[src/rtl/nsc_pkg.sv]
// ----------------------------------------------------------------------------
// nsc_pkg
// Shared types, character codes and helper functions for the sentence
// checker.
// ----------------------------------------------------------------------------
`default_nettype none

package nsc_pkg;

  localparam logic [7:0] ChDollar = 8'h24;
  localparam logic [7:0] ChStar   = 8'h2A;
  localparam logic [7:0] ChComma  = 8'h2C;
  localparam logic [7:0] ChCr     = 8'h0D;
  localparam logic [7:0] ChLf     = 8'h0A;

  localparam int unsigned LenSat = 4;

  typedef enum logic [2:0] {
    ST_OK        = 3'd0,
    ST_NO_START  = 3'd1,
    ST_TOO_SHORT = 3'd2,
    ST_NO_TERM   = 3'd3,
    ST_MISMATCH  = 3'd4
  } status_e;

  // Running state of the line being received.
  typedef struct packed {
    logic        started;
    logic        star_seen;
    logic [7:0]  running_xor;
    logic [2:0]  kept_length;
    logic [23:0] last_three;
    logic [7:0]  comma_tally;
  } line_t;

  // One verdict.
  typedef struct packed {
    logic [7:0] separator_count;
    logic [7:0] computed_checksum;
    status_e    status;
  } verdict_t;

  function automatic logic [7:0] hex_digit(input logic [3:0] nib);
    hex_digit = (nib < 4'd10) ? (8'h30 + {4'h0, nib}) : (8'h37 + {4'h0, nib});
  endfunction

  function automatic logic [7:0] upcase(input logic [7:0] c);
    upcase = (c inside {[8'h61:8'h7A]}) ? (c - 8'h20) : c;
  endfunction

endpackage

`default_nettype wire

[src/rtl/nsc_line_tracker.sv]
// ----------------------------------------------------------------------------
// nsc_line_tracker
// Holds the state of the line in progress and works out its next value
// from each accepted byte.
// ----------------------------------------------------------------------------
`default_nettype none

module nsc_line_tracker (
  input  wire logic          clk_i,
  input  wire logic          rst_ni,
  input  wire logic          accept_i,
  input  wire logic [7:0]    data_byte_i,
  input  wire logic          end_of_line_i,
  output nsc_pkg::line_t     line_nxt_o,
  output nsc_pkg::line_t     line_q_o
);
  import nsc_pkg::*;

  line_t line_q, line_d, upd;
  logic  kept;

  always_comb begin
    upd  = line_q;
    kept = (data_byte_i != ChCr) && (data_byte_i != ChLf);
    if (kept) begin
      if (!line_q.started) begin
        if (data_byte_i == ChDollar) begin
          upd.started     = 1'b1;
          upd.kept_length = 3'd1;
          upd.last_three  = {line_q.last_three[15:0], data_byte_i};
        end
      end else begin
        upd.last_three = {line_q.last_three[15:0], data_byte_i};
        if (line_q.kept_length < 3'(LenSat)) begin
          upd.kept_length = line_q.kept_length + 3'd1;
        end
        if (!line_q.star_seen) begin
          if (data_byte_i == ChStar) begin
            upd.star_seen = 1'b1;
          end else begin
            upd.running_xor = line_q.running_xor ^ data_byte_i;
            if (data_byte_i == ChComma && line_q.comma_tally != 8'hFF) begin
              upd.comma_tally = line_q.comma_tally + 8'd1;
            end
          end
        end
      end
    end
    // The state starts afresh once a line has been judged.
    line_d = end_of_line_i ? '0 : upd;
  end

  always_ff @(posedge clk_i or negedge rst_ni) begin
    if (!rst_ni) begin
      line_q <= '0;
    end else if (accept_i) begin
      line_q <= line_d;
    end
  end

  assign line_nxt_o = upd;
  assign line_q_o   = line_q;

endmodule

`default_nettype wire

[config.mk]
export PLATFORM = sky130hd
export DESIGN_NAME = nsc_line_tracker
export DESIGN_NICKNAME = d
export VERILOG_FILES = /design/src/rtl/nsc_pkg.sv /design/src/rtl/nsc_line_tracker.sv
export SDC_FILE = /design/constraint.sdc
export NUM_CORES = 1
export LEC_CHECK = 0
export ABC_CLOCK_PERIOD_IN_PS = 4200
export BUFFER_PORTS_ARGS = -buffer_cell sky130_fd_sc_hd__buf_4
export CELL_PAD_IN_SITES_DETAIL_PLACEMENT = 1
export CELL_PAD_IN_SITES_GLOBAL_PLACEMENT = 2
export CORE_MARGIN = 2
export CORE_UTILIZATION = 32
export CTS_CLUSTER_DIAMETER = 120
export DETAILED_ROUTE_END_ITERATION = 6
export PLACE_DENSITY = 0.91
export SLEW_MARGIN = 20
export SYNTH_ARGS = -nofsm -noshare
export SYNTH_HDL_FRONTEND = slang
export SYNTH_SLANG_ARGS = --single-unit
[constraint.sdc]
create_clock -name clk_i -period 4.2 [get_ports clk_i]
set_input_delay 0.21 -clock clk_i [delete_from_list [all_inputs] [get_ports clk_i]]
set_output_delay 0.21 -clock clk_i [all_outputs]
set_load 0.01 [all_outputs]
# Word-level counts from Yosys, hierarchy flattened
# Cells that the tools add are included.
classes:
  order_cmp: 1
  n_addsub: 2
  n_reduce_logical: 2
  muxes: 15
  eq_ne: 6
  bitwise_logic: 1
ops:
  columns: ["operator", "n"]
  rows:
  - ["two-way mux 45 bit", 2]
  - ["two-way mux 27 bit", 2]
  - ["two-way mux 8 bit", 5]
  - ["equality test 8 x 6 -> 1 bit (second input constant)", 3]
  - ["two-way mux 9 bit", 2]
  - ["inequality test 8 x 4 -> 1 bit (second input constant)", 2]
  - ["adder 8 x 1 -> 8 bit (second input constant)", 1]
  - ["inequality test 8 bit (second input constant)", 1]
  - ["bitwise XOR 8 bit", 1]
  - ["adder 3 x 1 -> 3 bit (second input constant)", 1]
  - ["< comparator 3 bit (second input constant)", 1]
  - ["two-way mux 1 bit", 3]
  - ["two-way mux 3 bit", 1]
  - ["logical AND 1 bit", 2]
totals:
  word_cells: 33
  output_inout_bits: 90
  in_bits: 12
  register_bits: 45

# Logic depth before layout (Yosys ltp)
# Gate-level depths: netlist (run 1).
depth:
  depth_word: 8
  ltp_mapped: 6
  mapped_depth_nobuf: 5

# Least setup slack after synthesis (run 1)
# Ideal clock, no wire load.
synth_path:
  path_type: "input to output"
  startpoint: "input port data_byte_i[7]"
  endpoint: "output port line_nxt_o[3] in the netlist's numbering"
  arrival_ps: 1835
  slack_ps: 2155
  cell_stages: 6
  n_path_buf: 2
  required_time_ps: 3990
  cell_sequence: "or3_1 > buf_2 > or3_1 > buf_2 > nor3_1 > xnor2_1"
synth_lines:
  columns: ["element", "line", "rtl"]
  rows:
  - ["start, declared", "nsc_line_tracker.sv:12", "input wire logic [7:0] data_byte_i,"]
  - ["end, declared", "nsc_line_tracker.sv:14", "output nsc_pkg::line_t line_nxt_o,"]

==> results.md, run 1 <==
* VDD IR max at 0.000123 V
* DR iter-0 viols at 134
* Clock sinks at 45
* Peak Freq at 322 MHz
* Critical path origin: line_q_o[44]$_DFFE_PN0P_
* Hold Startpoint: data_byte_i[1]
* Fin Hold WS at 207 ps
* Synth warn at 0
* Area share of fa/ha/maj cells after synthesis at 0.886%
* Ys async rst share at 100%
* Post-layout total power at 0.849 mW
* Status: complete, no violations
* Cell taking the most area after synthesis: dfrtp_1
* Area Overhead vs Synth at 32.2%
* Data required, critical path at 3990 ps
* Synth Area in XOR/XNOR at 4.65%
* Clock Latency Late Sink at 300 ps
* Syn_area_per_cell at 9.81 um^2
* # rows at 34
* First-pass GRT wire length at 14.5 mm
* Clock skew at 6.13 ps
* Largest family of logic cells by synthesized area: compound AO/OA/AOI/OAI gates
* Pleak at 1.79 nW
* GRT overflow at 0
* Synth top area share at 39.9%
* WL/cell at 18.4 um
* Synth area leaders: dfrtp_1, a32o_1, mux2_2
* Final HPWL DP at 6.59 mm
* Routed Antenna Nets at 0
* TritonCTS Buffers at 5
* Max-cap violation count at 0
* Synth Area in Simple Gates at 16.3%
* EDFF count, synth at 0
* Worst EP arrival at 2890 ps
* Setup TNS at 0 ps
* R2r startpoint: line_q_o[44]$_DFFE_PN0P_
* FILL cells at 1005
* Hold Violations, Final at 0
* Routed vias at 2771
* Worst Max-Slew Pin Slew at 801 ps
* Register bit total from synthesis at 45
* Min Tclk post-route at 3100 ps
* Initial antenna violation count at 0
* Most frequent cells in the layout: buf_4, dfrtp_1, nand2_1, a32o_1
* Synthesized Nets at 302
* Core footprint at 8640 um^2
* Compound-gate portion of the synthesized area at 26.1%
* Setup Crit Path Kind: flip-flop to primary output
* DR vias/cell at 5.69
* Commonest non-fill, non-tap cell in the layout: buf_4
* Unique masters post-synth at 58
* Global-route usage over all layers at 18.4%
* Post-synthesis mux area share at 6.78%
* Layout cells sized above 1 at 35.6%
* Largest register FFs at 45
* Period utilisation layout at 73.9%
* Startpoint Class: flip-flop
* Port Buffers at 101
* Clock Root Buffer: clkbuf_8
* TritonCTS clock tree: yes
* DRT Wirelength at 8.98 mm
* Worst min-delay path class: primary input to flip-flop
* Clock buffer depth at 2
* Final #Nets at 392
* Fin. max-slew vios at 0
* Starting Density at 32.7%
* Pre-Repair DR Iteration Count at 4
* Dominant synthesized flop cell: dfrtp_1
* Post-Synthesis Cell Area at 2820 um^2
* Register area at 1130 um^2
* Die area at 9590 um^2
* CTS clk-pin slew, worst paths at 90 ps
* Largest net degree at the start of global routing at 46
* Worst Setup End Kind: primary output
* ANT cells at 0
* I/O pins at 102
* Sequential area share after synthesis at 39.9%
* H-tree Lvls at 2
* GP Congestion at 0.759
* Final core occ at 43.2%
* Multi-input logic area at 1550 um^2
* Rel. slew slack at 46.6%
* P per Cell Area at 228 nW/um^2
* Syn Inst Count at 288
* Die width at 97.9 um
* Vias in the first global route at 2695
* Setup violations, final at 0
* Worst Path Max Fanout at 24
* Postcts setup bufs at 0
* Residual DRC at 0
* Die Height at 97.9 um
* RSZ-0062 raised after global routing: no
## power by group
group,internal [mW],switching [mW],total (mW)
sequential,0.440,0.0119,0.451
combinational,0.0441,0.0686,0.113
clock,0.118,0.167,0.285
total,0.602,0.247,0.849
## final timing paths
path,cells past startpoint,slack [ps],end
max,5,1100,line_nxt_o[5]
min,2,210,line_q_o[9]$_DFFE_PN0P_
max reg2reg,4,1620,line_q_o[5]$_DFFE_PN0P_
min reg2reg,1,530,line_q_o[24]$_DFFE_PN0P_
max in group asynchronous,2,3330,line_q_o[38]$_DFFE_PN0P_
min in group asynchronous,2,440,line_q_o[0]$_DFFE_PN0P_
## through the flow
stage                     setup slack, ps  cell area, um^2  cells
after floorplan                      2160             2820    288
after global placement               1480             3630    478
after detailed placement             1370             3630    478
after CTS                            1110             3730    487
after global routing                  924             3730    487
final                                1100             3730    487
## kinds of logic after synthesis
logic type      Yosys count
compound gates           86
flops                    45
fa+ha+maj                 2
mux                      17
simple gates             89
xor+xnor                 15
buf+inv                  34
## synth_stat cells, drive strengths merged (5+ instances only)
master and count:
a211o 5, a22o 6, a32o 21, buf 9, clkbuf 13, dfrtp 45
inv 11, mux2 17, nand2 21, nand3 14, nor2 17, nor2b 6
nor3 8, o21ai 10, o31ai 6, xnor2 7, xor2 8
## cell type report
cell class / instances / area share [%]
repair buffers: 105 / 21.2
inverters: 12 / 1.21
clock buffers: 5 / 1.84
flip-flops and latches: 45 / 30.2
clock inverters: 3 / 0.570
multi-input cells: 209 / 41.4
well taps: 108 / 3.62
## critical path, stage by stage (launching register included)
cell,delay [ps]
dfrtp_1,870
nand3b_1,290
or3_1,630
nor4_1,480
xnor2_1,170
buf_4,140
## routing by layer
metal | vias to the layer above | track usage (%) | share of wire [%]
met2 | 53 | 31.3 | 50
li1 | 1282 | - | -
met4 | 0 | 4.49 | 0.95
met3 | 7 | 2.36 | 3.0
met5 | - | 0 | 0
met1 | 1429 | 24.8 | 46
## repair_timing
action	4_1_cts	5_1_grt
endpoints found under the hold margin	45	0
gates resized for setup	0	0
hold buffers	1	0
Power figures use the tool's default switching activity.
==> inputs of run 2 (changes only) <==
--- a/config.mk
+++ b/config.mk
@@ -5,15 +5,15 @@
 export SDC_FILE = /design/constraint.sdc
 export NUM_CORES = 1
 export LEC_CHECK = 0
-export ABC_CLOCK_PERIOD_IN_PS = 4200
+export ABC_CLOCK_PERIOD_IN_PS = 2980
 export BUFFER_PORTS_ARGS = -buffer_cell sky130_fd_sc_hd__buf_4
 export CELL_PAD_IN_SITES_DETAIL_PLACEMENT = 1
 export CELL_PAD_IN_SITES_GLOBAL_PLACEMENT = 2
 export CORE_MARGIN = 2
-export CORE_UTILIZATION = 32
+export CORE_UTILIZATION = 29
 export CTS_CLUSTER_DIAMETER = 120
 export DETAILED_ROUTE_END_ITERATION = 6
-export PLACE_DENSITY = 0.91
+export PLACE_DENSITY = 0.84
 export SLEW_MARGIN = 20
 export SYNTH_ARGS = -nofsm -noshare
 export SYNTH_HDL_FRONTEND = slang
==> constraint.sdc (replaced) <==
create_clock -name clk_i -period 2.98 [get_ports clk_i]
set_input_delay 0.149 -clock clk_i [delete_from_list [all_inputs] [get_ports clk_i]]
set_output_delay 0.149 -clock clk_i [all_outputs]
set_load 0.01 [all_outputs]
==> run 2 against run 1 <==
  * Hold slack lost 53 ps
  * Highest routed layer unchanged
  * Global-route usage fell by 0.60 points
  * Non-clock buffer count grew 4
  * Flip-flop and latch count stayed put
  * Clock power is 42% higher
  * Clock-buffer cell count stayed put
  * Sequential share of layout area fell by 0.49 points
  * Via count is 0.36% higher
==> results.md, run 2 (synthesis gave the netlist of run 1 again) <==
* Status: complete, no violations (unchanged)
* Peak Freq at 381 MHz
* Max-cap violation count at 0 (unchanged)
* Final core occ at 39.5% (was 43.2%)
* Startpoint Class: flip-flop (unchanged)
* TritonCTS clock tree: yes (unchanged)
* Hold Violations, Final at 0 (unchanged)
* Postcts setup bufs at 0 (unchanged)
* Worst Path Max Fanout at 14 (was 24)
* Top Metal Used: met4 (unchanged)
* Layout cells sized above 1 at 36.3% (was 35.6%)
* Area Overhead vs Synth at 34.3% (was 32.2%)
* RSZ-0062 raised after global routing: no (unchanged)
* Final worst-path setup slack at 353 ps (was 1100 ps)
* Post-layout total power at 1.20 mW (was 0.849 mW)
* Core footprint at 9590 um^2 (was 8640 um^2)
* Setup violations, final at 0 (unchanged)
* Worst Max-Slew Pin Slew at 644 ps (was 801 ps)
* Residual DRC at 0 (unchanged)
* Clock skew at 5.69 ps (was 6.13 ps)
* Most frequent cells in the layout: buf_4, dfrtp_1, nand2_1, a32o_1 (unchanged)
* Met3 wire len at 297 um (was 270 um)
* CTS clk-pin slew, worst paths at 100 ps (was 90 ps)
* Data required, critical path at 2830 ps (was 3990 ps)
* P per Cell Area at 317 nW/um^2 (was 228 nW/um^2)
* VDD IR max at 0.000157 V (was 0.000123 V)
* Vias in the first global route at 2760 (was 2695)
* ANT cells at 0 (unchanged)
* GP Congestion at 0.778 (was 0.759)
* Worst EP arrival at 2480 ps (was 2890 ps)
* Slowest CP cell: or3_1 (was dfrtp_1)
* Clock Latency Late Sink at 300 ps (about the same)
* Final #Nets at 396 (was 392)
* GRT overflow at 0 (unchanged)
* Routed Antenna Nets at 0 (unchanged)
* Largest net degree at the start of global routing at 46 (unchanged)
* Crit-path max cell delay at 620 ps (was 870 ps)
* Dpl cells at 507 (was 478)
* Port Buffers at 101 (unchanged)
* First-pass GRT wire length at 14.7 mm (was 14.5 mm)
* Fin cells at 516 (was 487)
* Fin. max-slew vios at 0 (unchanged)
* Worst min-delay path class: primary input to flip-flop (unchanged)
* Die area at 10500 um^2 (was 9590 um^2)
* Rel. slew slack at 57.1% (was 46.6%)
* Clock buffer depth at 2 (unchanged)
* Commonest non-fill, non-tap cell in the layout: buf_4 (unchanged)
* Setup Crit Path Kind: flip-flop to primary output (unchanged)
* Critical path, cell by cell: nand3b_1, or3_1, nor4_1, xnor2_1, buf_4 (unchanged)
* Die Height at 103 um (was 97.9 um)
* Die width at 103 um (was 97.9 um)
* Routed vias at 2781 (was 2771)
* WL/cell at 18.1 um (was 18.4 um)
* Post-CTS sizing at 0 (unchanged)
* Fin Hold WS at 154 ps (was 207 ps)
* Clock Root Buffer: clkbuf_8 (unchanged)
* I/O pins at 102 (unchanged)
* Period utilisation layout at 88.2%
* Largest register FFs at 45 (unchanged)
* DR iter-0 viols at 148 (was 134)
* Placed cell area at 3690 um^2 (was 3630 um^2)
* Pre-CTS WS at 418 ps (was 1370 ps)
* Post-Layout Inst Area at 3790 um^2 (was 3730 um^2)
* DRT Wirelength at 9.33 mm (was 8.98 mm)
* Pre-Repair DR Iteration Count at 5 (was 4)
* H-tree Lvls at 2 (unchanged)
* Clock sinks at 45 (unchanged)
* Met1 Wirelength at 4.25 mm (was 4.13 mm)
* DR vias/cell at 5.39 (was 5.69)
* Setup TNS at 0 ps (unchanged)
* TritonCTS Buffers at 5 (unchanged)
* WL met2 at 4.70 mm (was 4.49 mm)
* Starting Density at 29.4% (was 32.7%)
* # rows at 36 (was 34)
* Global-route usage over all layers at 17.8% (was 18.4%)
* FILL cells at 1121 (was 1005)
* Worst Setup End Kind: primary output (unchanged)
* Pleak at 1.81 nW (was 1.79 nW)
* Final HPWL DP at 6.68 mm (was 6.59 mm)
* Initial antenna violation count at 0 (unchanged)
* Min Tclk post-route at 2630 ps
==> run 2: changes by cell type in the layout (fill, tap and decap cells not counted), sizes merged <==
cell,before,now
buf,104,108
==> run 2: layout make-up <==
type / count / area, um^2 / share of cell area, %
Clock buffer: 5 / 68.8 / 1.81
Clock inverter: 3 / 21.3 / 0.561
Inverter: 12 / 45.0 / 1.19
Multi-Input combinational cell: 209 / 1550 / 40.7
Sequential cell: 45 / 1130 / 29.7
Tap cell: 133 / 166 / 4.39
Timing Repair Buffer: 109 / 821 / 21.6
==> run 2: critical path: cells and delay by family, from the launching register on <==
family	cells	cell delay, ps
and+or+nand+nor	3	1370
xor gates and xnor gates	1	180
buffers and inverters	1	140
DFF	1	490
==> run 2: repair_timing <==
action                                  4_1_cts  5_1_grt
hold buffers                                  1        0
endpoints found under the setup margin        0        0
endpoints found under the hold margin        45        0
==> run 2: path summary, 6_finish.rpt <==
check	end	depth (start not counted)	from	slack (ps)
worst max-delay path	line_nxt_o[5]	5	line_q_o[43]$_DFFE_PN0P_	350
worst min-delay path	line_q_o[14]$_DFFE_PN0P_	3	data_byte_i[6]	150
worst max register to register	line_q_o[5]$_DFFE_PN0P_	4	line_q_o[43]$_DFFE_PN0P_	820
worst min register to register	line_q_o[26]$_DFFE_PN0P_	1	line_q_o[26]$_DFFE_PN0P_	530
max in group asynchronous	line_q_o[24]$_DFFE_PN0P_	2	rst_ni	2170
min in group asynchronous	line_q_o[40]$_DFFE_PN0P_	2	rst_ni	400
==> run 2: metal layers <==
metal | vias up | track usage, %
met5 | - | 0
met4 | 0 | 3.90
met3 | 6 | 2.24
met2 | 56 | 29.8
met1 | 1433 | 24.6
li1 | 1286 | -
==> run 2: power breakdown <==
part	internal [mW]	total, mW	leakage [nW]	switching (mW)
registers	0.620	0.636	0.626	0.0168
clock network	0.167	0.404	0.0445	0.237
logic	0.0627	0.161	1.14	0.0979
==> inputs of run 3 (changes only) <==
--- a/config.mk
+++ b/config.mk
@@ -13,7 +13,8 @@
 export CORE_UTILIZATION = 29
 export CTS_CLUSTER_DIAMETER = 120
 export DETAILED_ROUTE_END_ITERATION = 6
-export PLACE_DENSITY = 0.84
+export MAX_ROUTING_LAYER = met4
+export PLACE_DENSITY = 0.77
 export SLEW_MARGIN = 20
 export SYNTH_ARGS = -nofsm -noshare
 export SYNTH_HDL_FRONTEND = slang
==> run 3 against run 2 <==
  * Die area unchanged
  * Clock skew rose by 2.9 ps
  * Critical path depth unchanged
  * Cell area about the same
  * Highest routed layer unchanged
  * Largest power group unchanged
==> results.md, run 3 (synthesis gave the netlist of run 1 again) <==
* Peak Freq at 384 MHz (was 381 MHz)
* Port Buffers at 101 (unchanged)
* Pleak at 1.81 nW (about the same)
* TritonCTS Buffers at 5 (unchanged)
* Area Overhead vs Synth at 34.2% (was 34.3%)
* Largest register FFs at 45 (unchanged)
* Max-cap violation count at 0 (unchanged)
* Routed vias at 2756 (was 2781)
* Final worst-path setup slack at 374 ps (was 353 ps)
* Clock Latency Late Sink at 300 ps (about the same)
* Setup TNS at 0 ps (unchanged)
* Worst Path Max Fanout at 14 (unchanged)
* I/O pins at 102 (unchanged)
* Worst Setup End Kind: primary output (unchanged)
* Setup violations, final at 0 (unchanged)
* H-tree Lvls at 2 (unchanged)
* Setup Crit Path Kind: flip-flop to primary output (unchanged)
* Dpl cells at 507 (unchanged)
* ANT cells at 0 (unchanged)
* FILL cells at 1135 (was 1121)
* Most frequent cells in the layout: buf_4, dfrtp_1, nand2_1, a32o_1 (unchanged)
* # rows at 36 (unchanged)
* Data required, critical path at 2830 ps (about the same)
* First-pass GRT wire length at 14.6 mm (was 14.7 mm)
* Clock skew at 8.59 ps (was 5.69 ps)
* Die area at 10500 um^2 (unchanged)
* Clock sinks at 45 (unchanged)
* Fin cells at 516 (unchanged)
* Residual DRC at 0 (unchanged)
* Clock Root Buffer: clkbuf_8 (unchanged)
* Period utilisation layout at 87.5% (was 88.2%)
* Post-layout total power at 1.18 mW (was 1.20 mW)
* DR iter-0 viols at 121 (was 148)
* Layout cells sized above 1 at 36.0% (was 36.3%)
* Min Tclk post-route at 2610 ps (was 2630 ps)
* Fin Hold WS at 153 ps (was 154 ps)
* GP Congestion at 0.756 (was 0.778)
* Register area at 1130 um^2 (unchanged)
* Rel. slew slack at 51.0% (was 57.1%)
* Multi-input logic area at 1550 um^2 (unchanged)
* TritonCTS clock tree: yes (unchanged)
* Fin. max-slew vios at 0 (unchanged)
* Reg2reg setup slack at 830 ps (was 820 ps)
* WL/cell at 17.5 um (was 18.1 um)
* Global-route usage over all layers at 18.2% (was 17.8%)
* Hold Violations, Final at 0 (unchanged)
* Startpoint Class: flip-flop (unchanged)
* Final HPWL DP at 6.71 mm (was 6.68 mm)
* Initial antenna violation count at 0 (unchanged)
* VDD IR max at 0.000186 V (was 0.000157 V)
* P per Cell Area at 311 nW/um^2 (was 317 nW/um^2)
* Die Height at 103 um (unchanged)
* Worst Max-Slew Pin Slew at 735 ps (was 644 ps)
* Clock buffer depth at 2 (unchanged)
* Die width at 103 um (unchanged)
* Pre-Repair DR Iteration Count at 4 (was 5)
* Starting Density at 29.4% (unchanged)
* Largest net degree at the start of global routing at 46 (unchanged)
* Worst EP arrival at 2460 ps (was 2480 ps)
* DRT Wirelength at 9.05 mm (was 9.33 mm)
* Pre-CTS WS at 378 ps (was 418 ps)
* Routed Antenna Nets at 0 (unchanged)
* GRT overflow at 0 (unchanged)
* RSZ-0062 raised after global routing: no (unchanged)
* Commonest non-fill, non-tap cell in the layout: buf_4 (unchanged)
* Crit-path max cell delay at 600 ps (was 620 ps)
* Post-CTS sizing at 0 (unchanged)
* Status: complete, no violations (unchanged)
* Worst min-delay path class: primary input to flip-flop (unchanged)
* Slowest CP cell: or3_1 (unchanged)
* Critical path, cell by cell: nand3b_1, or3_1, nor4_1, xnor2_1, buf_4 (unchanged)
* CTS clk-pin slew, worst paths at 90 ps (was 100 ps)
* Final #Nets at 396 (unchanged)
* Core footprint at 9590 um^2 (unchanged)
* DR vias/cell at 5.34 (was 5.39)
* Vias in the first global route at 2759 (was 2760)
==> run 3: final timing paths <==
check,start,to,cells past startpoint
max,line_q_o[43]$_DFFE_PN0P_,line_nxt_o[5],5
min,data_byte_i[1],line_q_o[9]$_DFFE_PN0P_,2
max reg2reg,line_q_o[43]$_DFFE_PN0P_,line_q_o[5]$_DFFE_PN0P_,4
min reg2reg,line_q_o[24]$_DFFE_PN0P_,line_q_o[24]$_DFFE_PN0P_,1
max in group asynchronous,rst_ni,line_q_o[4]$_DFFE_PN0P_,2
min in group asynchronous,rst_ni,line_q_o[30]$_DFFE_PN0P_,2
==> run 3: timing repair <==
item / in CTS / in global routing
endpoints found under the hold margin: 45 / 0
setup buffers: 0 / 0
hold buffers: 1 / 0
==> run 3: critical path: cells and delay by family (launching register included) <==
kind | cells | cell delay (ps)
buf+inv | 1 | 140
simple gates | 3 | 1360
xor+xnor | 1 | 170
flops | 1 | 480
==> run 3: metal layers <==
metal	up-vias	track usage, %	wire length [um]
met5	-	-	0
met4	0	4.00	70
met3	4	1.83	259
met2	56	29.5	4590
met1	1406	24.7	4130
li1	1290	-	-
==> run 3: stage by stage <==
step	util, %	area [um^2]
5_1_grt	39.5	3790
6_report	39.5	3790
4_1_cts	39.5	3790
2_1_floorplan	-	2820
3_3_place_gp	38.5	3690
3_5_place_dp	38.5	3690
==> run 3: cell type report <==
class / count / share of cell area, %
Tap cell: 133 / 4.39
Clock inverter: 2 / 0.396
Multi-Input combinational cell: 209 / 40.8
Clock buffer: 6 / 1.91
Inverter: 12 / 1.19
Timing Repair Buffer: 109 / 21.7
Sequential cell: 45 / 29.7
==> run 3: power by group <==
part	switching (mW)	leakage (nW)	internal [mW]
Clock	0.218	0.0374	0.166
Sequential	0.0169	0.626	0.620
Combinational	0.0976	1.14	0.0628
